## src/segi_pkg.sv

```systemverilog
// Shared constants and types for the segment intersection core.
package segi_pkg;

	localparam int DEF_COORD_BITS    = 24;
	localparam int DEF_FRACTION_BITS = 16;
	localparam int OUTCOME_BITS      = 2;

	typedef enum logic [OUTCOME_BITS-1:0] {
		OUTC_HIT      = 2'd0,
		OUTC_PARALLEL = 2'd1,
		OUTC_MISS     = 2'd2
	} outcome_t;

	// Control that travels alongside a word through the divider.
	typedef struct packed {
		logic     full;
		outcome_t outcome;
	} div_ctl_t;

endpackage

```

## src/segi_div.sv

```systemverilog
// Pipelined restoring divider, one quotient bit per stage, with sideband.
module segi_div #(
	parameter int NUM_W  = 50,
	parameter int FRAC_W = 16,
	parameter int SIDE_W = 98
) (
	input  logic                     clk,
	input  logic                     arst_n,
	input  logic                     in_valid,
	output logic                     in_ready,
	input  segi_pkg::div_ctl_t       in_ctl,
	input  logic [NUM_W-1:0]         in_rem,
	input  logic [NUM_W-1:0]         in_den,
	input  logic [SIDE_W-1:0]        in_side,
	output logic                     out_valid,
	input  logic                     out_ready,
	output segi_pkg::div_ctl_t       out_ctl,
	output logic [FRAC_W-1:0]        out_quo,
	output logic [SIDE_W-1:0]        out_side
);
	import segi_pkg::*;

	// Index 0 is the input, index k the register of divider stage k.
	logic              vld_sk  [FRAC_W:0];
	logic [NUM_W-1:0]  rem_sk  [FRAC_W:0];
	logic [NUM_W-1:0]  den_sk  [FRAC_W:0];
	logic [FRAC_W-1:0] quo_sk  [FRAC_W:0];
	div_ctl_t          ctl_sk  [FRAC_W:0];
	logic [SIDE_W-1:0] side_sk [FRAC_W:0];
	logic              rdy     [FRAC_W+1:1];

	assign vld_sk[0]  = in_valid;
	assign rem_sk[0]  = in_rem;
	assign den_sk[0]  = in_den;
	assign quo_sk[0]  = '0;
	assign ctl_sk[0]  = in_ctl;
	assign side_sk[0] = in_side;

	// A stage may load when it is empty or its word moves on.
	always_comb begin
		rdy[FRAC_W+1] = out_ready;
		for (int k = FRAC_W; k >= 1; k--) begin
			rdy[k] = !vld_sk[k] || rdy[k+1];
		end
	end

	assign in_ready = rdy[1];

	for (genvar k = 1; k <= FRAC_W; k++) begin : g_stage
		logic [NUM_W-1:0] rem_dbl;
		logic             take;

		assign rem_dbl = {rem_sk[k-1][NUM_W-2:0], 1'b0};
		assign take    = rem_dbl >= den_sk[k-1];

		always_ff @(posedge clk or negedge arst_n) begin
			if (!arst_n) begin
				vld_sk[k] <= 1'b0;
			end else if (rdy[k]) begin
				vld_sk[k] <= vld_sk[k-1];
			end
		end

		always_ff @(posedge clk) begin
			if (rdy[k]) begin
				rem_sk[k]  <= take ? rem_dbl - den_sk[k-1] : rem_dbl;
				den_sk[k]  <= den_sk[k-1];
				quo_sk[k]  <= {quo_sk[k-1][FRAC_W-2:0], take};
				ctl_sk[k]  <= ctl_sk[k-1];
				side_sk[k] <= side_sk[k-1];
			end
		end
	end

	assign out_valid = vld_sk[FRAC_W];
	assign out_ctl   = ctl_sk[FRAC_W];
	assign out_quo   = quo_sk[FRAC_W];
	assign out_side  = side_sk[FRAC_W];

endmodule

```

## config.mk

```make
export PLATFORM = sky130hd
export DESIGN_NAME = segi_div
export DESIGN_NICKNAME = d
export VERILOG_FILES = /design/src/segi_pkg.sv /design/src/segi_div.sv
export SDC_FILE = /design/constraint.sdc
export NUM_CORES = 2
export LEC_CHECK = 0
export BUFFER_PORTS_ARGS = -buffer_cell sky130_fd_sc_hd__buf_2
export CORE_ASPECT_RATIO = 0.7
export CORE_MARGIN = 10
export CORE_UTILIZATION = 45
export CTS_BUF_LIST = sky130_fd_sc_hd__clkbuf_16
export CTS_CLUSTER_DIAMETER = 200
export DETAILED_ROUTE_END_ITERATION = 12
export HOLD_SLACK_MARGIN = 0.05
export PLACE_DENSITY = 0.65
export RECOVER_POWER = 25
export SLEW_MARGIN = 20
export SYNTH_ARGS = -nofsm -noshare
export SYNTH_HDL_FRONTEND = slang
export SYNTH_SLANG_ARGS = --single-unit
```

## constraint.sdc

```tcl
create_clock -name clk -period 35.4 [get_ports clk]
set_clock_uncertainty 0.1 [all_clocks]
set_input_delay 7.08 -clock clk [delete_from_list [all_inputs] [get_ports clk]]
set_output_delay 7.08 -clock clk [all_outputs]
set_load 0.02 [all_outputs]
```

==> reports/summary.txt <==
Post_cts resized: 0
Hold/Removal Path Class: reg2reg
Worst path max stage delay: 0.79 ns
Status: complete, no violations
Final min period: 19.50 ns
Seq/Total Area, Yosys: 0.6524
Dpl hpwl: 277.6 mm
Synth Area in Compound Gates: 0.1148
DIE AREA: 0.3563 sq mm
Initial Util: 0.4513
Synth Area per Inst: 13.13 sq um
CP Max Fanout: 27
First-pass GRT wire length: 550.4 mm
Synth Area in XOR/XNOR: 0.03946
Type of the worst setup path: in2out
Post-route ant nets: 0
Worst Path Arrival: 12.32 ns
Worst Path Buf+Inv: 2
Mux cell area share after synthesis: 0.01563
Worst EP required: 28.22 ns
Max clock buf depth: 4
Synth Instances: 11,390
Width of the die: 709.2 um
RSZ-0062 raised after global routing: false
DR iter-0 viols: 9,580
CTS H-tree depth: 5
Main area contributors after synthesis: edfxtp_1 (65%), ha_1 (6.7%), a21oi_1 (3.3%)
Hold-fix buffers, CTS: 0
Via/cell ratio: 5.554
Crit path max-delay family: simple AND/OR/NAND/NOR gates
Final period utilization: 0.5509
Io pins: 324
WHS: 0.2569 ns
R2R Setup Slk: 28.42 ns
Final setup TNS: 0 ns
IO buf count: 322
CP Launch Type: input port
All-layer global routing usage: 0.2000
Slowest library cell on the worst path: nand4_1
Share of the synthesized area in the top cell type: 0.6497
Fmax: 0.05128 GHz
Distinct cells, synth: 90
Largest net degree at the start of global routing: 112
Dominant cell type by area after synthesis: edfxtp_1
Critical path endpoint category: output port
Initial antenna violation count: 47
Synth async-reset ratio: 0.004919
Leakage: 67.09 nW
Synthesized area: 0.1496 sq mm
Commonest register cell after synthesis: edfxtp_1
Post-synth EDFFs: 3,237
Num CTS Buffers: 325
Residual DRC: 0
Fin util: 0.5002
Final setup vio count: 0
Post-Synth Adder-Cell Area: 0.06883
CTS tree: built
Most frequent cells after synthesis: edfxtp_1 (3,237), a21oi_1 (989), inv_1 (988)
Core area: 0.3315 sq mm
Largest family of logic cells by synthesized area: compound AO/OA/AOI/OAI gates
Clk Tree Root Cell: clkbuf_16
Die Y: 502.4 um
Final WL: 366.0 mm
Ratio of cells with drive above 1 in the final layout: 0.09614
Nets: 12,710
Routed len/inst: 22.41 um
Post-CTS setup buffers: 0
Worst Tran Pin Value: 1.218 ns
Clock Pin Slew Worst Setup and Hold Paths: 0.06 ns
Syn Nets: 12,410
Row cnt: 177
Crit-path cells: buf_2, nor2b_1, nand2_4, nor2_1, and2_1, and3_1, and3_1, nand3_4, nor2_1, nand4_1, buf_2
Max_slew headroom: 0.1775
Clock latency on the worst-skew pair: 0.91 ns
Vias: 90,730
Grt ovf: 0
Yosys warns: 0
Count leader, synth: edfxtp_1
Vias in the first global route: 86,840
Area Overhead vs Synth: 10.84%
Max-cap violation count: 0
Global placement routability congestion: 0.9817
Slew Limit Fails: 0
Final Hold Vio Count: 0
#FFs+latches synth: 3,253
Clock sinks: 3,253
Post-synthesis simple-gate area fraction: 0.06956
Maximum vdd drop: 58.64 uV
PwrDens: 94.74 mW/mm^2
Detailed-router iteration count before antenna repair: 6
## final timing paths
kind                         startpoint      endpoint  depth (start not counted)
max                           out_ready      in_ready                         11
min                        side_sk[772]  side_sk[870]                          0
max reg2reg                   out_valid  side_sk[115]                         12
min reg2reg                side_sk[772]  side_sk[870]                          0
max in group asynchronous        arst_n    vld_sk[15]                          1
min in group asynchronous        arst_n    vld_sk[12]                          1
## report_power, final
group / switching, mW / internal [mW]
registers: 0.496 / 5.64
clock network: 1.47 / 1.90
logic: 3.80 / 2.40
total: 5.77 / 9.94
## flip-flops by register name (all words and copies together), names as in the netlist
name and flops:
side_sk 1470, den_sk 750, g_stage.rem_dbl 735, quo_sk 120, out_side 98, ctl_sk 45
out_quo 16, vld_sk 15, out_ctl 3, out_valid 1
## through the flow
stage	instances	setup WS [ns]	area (sq um)	power, mW
2_1_floorplan	11390	3.290	149600	10.58
3_3_place_gp	15750	15.83	155400	12.14
3_5_place_dp	15750	15.76	155500	12.25
4_1_cts	16330	15.73	165800	15.70
5_1_grt	16330	15.48	165800	16.70
6_report	16340	15.90	165800	15.71
## metal layers
layer | part of all wire | track usage | up-vias
met5 | 0.00045 | 0 | -
met4 | 0.017 | 0.03427 | 24
met3 | 0.092 | 0.05158 | 470
met2 | 0.38 | 0.2618 | 3110
met1 | 0.51 | 0.3303 | 44460
li1 | - | - | 42660
## worst reg2reg max path: stages (launching register included)
cell	delay (ns)
dfrtp_1	0.34
nor2b_1	0.61
nand2_4	0.37
nor2_1	0.47
and2_1	0.39
and3_1	0.40
and3_1	0.47
nand3_4	0.45
nor2_1	0.77
nand4_1	0.79
buf_4	0.57
buf_4	0.37
buf_4	0.47
## cells in the final DEF (no fill, tap or decap), drive strengths merged, types with 96 or more instances in the layout
cell	instances
xnor2	392
xor2	282
mux2	205
buf	404
nand3	139
a21o	434
o21ai	656
nand2	771
clkbuf	328
a21oi	992
ha	799
a31oi	96
nor2b	96
o21bai	115
edfxtp	3237
clkinv	125
nand4	183
inv	1061
nor2	592
nand2b	114
## logic make-up (layout without fill, tap and decap cells)
logic type	after synthesis	in the layout
other cells	0	9
mux	208	208
compound gates	2794	2794
simple gates	2231	2231
xor+xnor	674	674
flops	3253	3253
buf+inv	1420	1967
fa+ha+maj	814	814
## final cells by class
class                   count  area, sq um
fillers                 28170       165700
repair buffers            404         2277
well taps                4385         5487
flip-flops and latches   3253        97600
clock buffers             328         8208
diodes                      9        22.52
clock inverters           247         2126
inverters                 988         3751
multi-input cells        6721        46350
(Power assumes the default switching activity.)
